### config.mk
export PLATFORM = sky130hd
export DESIGN_NAME = rmst_ctrl
export DESIGN_NICKNAME = d
export VERILOG_FILES = /design/src/rtl/rmst_pkg.sv /design/src/rtl/rmst_ctrl.sv
export SDC_FILE = /design/constraint.sdc
export NUM_CORES = 1
export LEC_CHECK = 0
export BUFFER_PORTS_ARGS = -buffer_cell sky130_fd_sc_hd__buf_2
export CAP_MARGIN = 15
export CORE_AREA = 4 4 41 43
export DETAILED_ROUTE_END_ITERATION = 12
export DIE_AREA = 0 0 45 47
export GPL_TIMING_DRIVEN = 0
export PLACE_DENSITY_LB_ADDON = 0.15
export SLEW_MARGIN = 20
export SYNTH_ARGS = -nofsm -noshare
export SYNTH_HDL_FRONTEND = slang
export SYNTH_SLANG_ARGS = --single-unit
### constraint.sdc
create_clock -name clk -period 2.2 [get_ports clk]
set_input_delay 0.22 -clock clk [delete_from_list [all_inputs] [get_ports clk]]
set_output_delay 0.22 -clock clk [all_outputs]
set_load 0.02 [all_outputs]
### src/rtl/rmst_pkg.sv
// Shared constants, types and the node join function of the range minimum segment tree.
package rmst_pkg;

	localparam int LEVELS  = 10;
	localparam int LEAVES  = 1 << LEVELS;
	localparam int NODE_AW = LEVELS + 1;
	localparam int NODES   = 1 << NODE_AW;
	localparam int SIZE_W  = LEVELS + 1;
	localparam int SPAN_W  = NODE_AW + 1;
	localparam int POS_W   = LEVELS;
	localparam int KEY_W   = 16;
	localparam int TAG_W   = 16;

	typedef enum logic [0:0] {
		OP_WRITE = 1'b0,
		OP_QUERY = 1'b1
	} op_t;

	typedef struct packed {
		logic [KEY_W-1:0] key;
		logic [TAG_W-1:0] tag;
	} node_t;

	localparam node_t NODE_EMPTY = '{key: {KEY_W{1'b1}}, tag: {TAG_W{1'b0}}};

	typedef struct packed {
		logic clear;
		logic start_write;
		logic start_query;
		logic climb;
		logic issue_left;
		logic issue_right;
		logic finish;
	} cmd_t;

	typedef struct packed {
		logic clr_last;
		logic wr_ok;
		logic at_root;
		logic more;
	} status_t;

	// The left operand comes first in position order; equal keys go right.
	function automatic node_t join_nodes(node_t a, node_t b);
		join_nodes = (a.key < b.key) ? a : b;
	endfunction

endpackage

### src/rtl/rmst_ctrl.sv
// Controller: clearing sweep, write climb and query walk sequencing, result handshake.
module rmst_ctrl (
	input  logic                    clk,
	input  logic                    arst_n,
	input  logic                    in_valid,
	input  logic [0:0]              in_opcode,
	output logic                    in_ready,
	output logic                    out_valid,
	input  logic                    out_ready,
	input  rmst_pkg::status_t       status,
	output rmst_pkg::cmd_t          cmd
);

	typedef enum logic [5:0] {
		S_CLEAR   = 6'b000001,
		S_IDLE    = 6'b000010,
		S_CLIMB   = 6'b000100,
		S_Q_LEFT  = 6'b001000,
		S_Q_RIGHT = 6'b010000,
		S_DONE    = 6'b100000
	} state_t;

	state_t state_q;
	state_t state_d;
	logic   out_valid_q;

	always_comb begin
		state_d  = state_q;
		cmd      = '0;
		in_ready = 1'b0;
		unique case (state_q)
			S_CLEAR: begin
				cmd.clear = 1'b1;
				if (status.clr_last) begin
					state_d = S_IDLE;
				end
			end
			S_IDLE: begin
				in_ready = 1'b1;
				if (in_valid) begin
					if (in_opcode == rmst_pkg::OP_QUERY) begin
						cmd.start_query = 1'b1;
						state_d         = S_Q_LEFT;
					end else if (status.wr_ok) begin
						cmd.start_write = 1'b1;
						state_d         = S_CLIMB;
					end
				end
			end
			S_CLIMB: begin
				cmd.climb = 1'b1;
				if (status.at_root) begin
					state_d = S_IDLE;
				end
			end
			S_Q_LEFT: begin
				if (status.more) begin
					cmd.issue_left = 1'b1;
					state_d        = S_Q_RIGHT;
				end else begin
					state_d = S_DONE;
				end
			end
			S_Q_RIGHT: begin
				cmd.issue_right = 1'b1;
				state_d         = S_Q_LEFT;
			end
			S_DONE: begin
				if (!out_valid_q || out_ready) begin
					cmd.finish = 1'b1;
					state_d    = S_IDLE;
				end
			end
			default: begin
				state_d = S_CLEAR;
			end
		endcase
	end

	always_ff @(posedge clk or negedge arst_n) begin
		if (!arst_n) begin
			state_q     <= S_CLEAR;
			out_valid_q <= 1'b0;
		end else begin
			state_q <= state_d;
			if (cmd.finish) begin
				out_valid_q <= 1'b1;
			end else if (out_ready) begin
				out_valid_q <= 1'b0;
			end
		end
	end

	assign out_valid = out_valid_q;

endmodule

==> impl_metrics.yaml <==
outcome:
  status: "finished, violations left"
  failed_checks: "setup timing"
yosys:
  ys_types: 24
  synth-edff-count: 0
  synth-async-reset-ratio: 1.00
  ys_seq_elements: 7
  yosysMostFrequentCell: "dfrtp_1"
  syn_area_per_cell_sq_um: 9.25
  synthFlopType: "dfrtp_1"
  synth_nets: 52
  synthTopCellsByArea: "dfrtp_1 (38%), dfstp_2 (6.6%), o21ai_0 (5.0%), nand2b_1 (4.7%), inv_1 (3.8%)"
  ys_top_cells_by_count: "dfrtp_1 (6), inv_1 (4), o21ai_0 (4)"
  ys_seq_area_frac: 0.443
  syn_area_sq_um: 398
  yosys_warnings: 0
  synth_cells: 43
  synth_top_area_share: 0.377
  synth_top_area_cell: "dfrtp_1"
placement:
  dp_hpwl_um: 768
  gp_congestion: 0.660
  place_inst: 75
  dpl_cell_area_sq_um: 502
  io_buffers: 17
worst_setup_path:
  r2r_cells: 5
  worst_r2r_endpoint: "state_q[1]$_DFFE_PN0P_"
  cp.arrival_ns: 1.99
  required_ns: 1.98
  crit_path_max_fanout: 4
  crit_type: "flop to output port"
  end_kind: "output port"
  rrSetupSlack_ns: 0.25
  rr_startpoint: "state_q[4]$_DFFE_PN0P_"
  startpoint_type: "flop"
floorplanning:
  dieHeight_um: 47
  die_x_um: 45
  start_util: 0.306
  core_region_area_sq_um: 1300
  dieArea_sq_um: 2120
  num_io_pins: 18
  rows: 13
grt:
  grt_pass1_wl_mm: 1.56
  grt_pass1_vias: 383
  grt_max_degree: 8
  overflow: 0
  antenna_found_initial: 0
  grt_usage: 0.102
min_path:
  worstHoldStart: "status[0]"
  hold_end: "state_q[5]$_DFFE_PN0P_"
  min_path_cells: 2
  holdCritPathClass: "input port to flop"
detailed_routing:
  drtAntennaViolNets: 0
  dr.pass1.iters: 3
  wl_per_cell_um: 12.4
  vias: 419
  finalWirelength_mm: 1.05
  drcViolationCount: 0
  viasPerCell: 4.93
  drt_iter0_drc: 8
finish:
  area_growth_pct: 50.9
  utilization: 0.462
  final_nets: 80
  diodes: 0
  final_cell_area_sq_um: 601
  final_layout_size_suffix_gt1_frac: 0.457
  final_cells: 85
sta:
  hold_viol: 0
  setup_viol: 1
  period_share: 1.00
  fmax_mhz: 452
  timing.final.crit_period_ns: 2.21
  setup_slack_ns: -0.0110
  hold_ws_ns: 0.175
  slew_headroom: 0.745
  grt_setup_unrepaired: "yes"
  skew_ns: 0.00545
  slew_viol_final: 0
  tightest_slew_ns: 0.379
run:
  cap_violations: 0
power_and_ir_drop:
  cellPowerDensity_nw_per_um2: 959
  ir_drop_v: 0.000441
  p_leak_nw: 0.326
clock_tree:
  clk_latency_ns: 0.25
  clock_path_buffers: 2
  clock-sinks: 7
  htree_num_levels: 1
  cts.clk_slew.worst_paths_ns: 0.05
  tritoncts: "done"
  cts_root_buf: "clkbuf_4"
  numCtsBuffers: 3
[kinds of logic (layout without fill, tap and decap cells)]
logic type	count (synthesis)	count (layout)	synth area share
XOR/XNOR	1	1	0.0220
AND/OR/NAND/NOR	21	21	0.346
flip-flops	7	7	0.443
AO/OA/AOI/OAI	9	9	0.138
buffers and inverters	5	32	0.0503
[registers in the layout (all words and copies together) (netlist names)]
register / cells
state_q: 6
out_valid: 1
[cell type report]
type	instances	area, sq um
well taps	15	18.8
repair buffers	23	144
flip-flops and latches	7	176
fillers	136	701
inverters	5	21.3
multi-input cells	31	214
clock buffers	4	26.3
[cell usage in the layout (no fill, tap or decap), types with 2 or more instances in the layout]
cell,count
or4_4,2
nor2_1,2
inv_1,4
buf_4,7
nor3b_1,2
dfrtp_1,6
or3b_4,2
nand2b_1,3
o21ai_0,4
buf_2,14
clkbuf_4,3
nand3b_1,2
a21oi_1,2
[routing by layer]
metal / global-route usage / share of wire / vias up
met5: 0 / 0 / -
li1: - / - / 210
met2: 0.161 / 0.49 / 12
met3: 0.0575 / 0.071 / 0
met1: 0.131 / 0.44 / 197
met4: 0 / 0 / 0
[worst max-delay path by stage]
stage                      startpoint                     end  cells after the start
2_1_floorplan  state_q[1]$_DFFE_PN0P_  state_q[1]$_DFFE_PN0P_                      4
3_3_place_gp   state_q[5]$_DFFE_PN0P_                  cmd[5]                      5
3_5_place_dp   state_q[5]$_DFFE_PN0P_                  cmd[5]                      5
4_1_cts        state_q[5]$_DFFE_PN0P_                  cmd[5]                      5
5_1_grt        state_q[3]$_DFFE_PN0P_                  cmd[5]                      5
6_report       state_q[4]$_DFFE_PN0P_                  cmd[5]                      5
[what timing repair did]
action	in CTS	in global routing
buffers inserted	3	2
hold buffers	1	0
pin swaps	2	2
gates resized for setup	3	6
setup endpoints to repair	2	3
hold endpoints to repair	7	0
[power by group]
part	internal [W]	switching (W)	leakage, nW
sequential	0.000162	0.0000338	0.0924
clock	0.0000689	0.0000427	0.0150
combinational	0.000139	0.000130	0.219
total	0.000370	0.000206	0.326
[per-stage QoR]
step | worst slack [ns] | setup TNS [ns] | total power (W)
2_1_floorplan | 0.166 | 0 | 0.000349
6_report | -0.0110 | -0.0110 | 0.000576
4_1_cts | -0.0155 | -0.0155 | 0.000549
3_3_place_gp | 0.152 | 0 | 0.000411
3_5_place_dp | 0.165 | 0 | 0.000412
5_1_grt | -0.0688 | -0.0688 | 0.000623
[worst max-delay path: stages, from the launching register on]
cell	delay, ns
dfrtp_1	0.38
or4_4	0.53
or3b_4	0.42
inv_4	0.07
and4b_1	0.21
buf_6	0.13
Power figures use the tool's default switching activity.
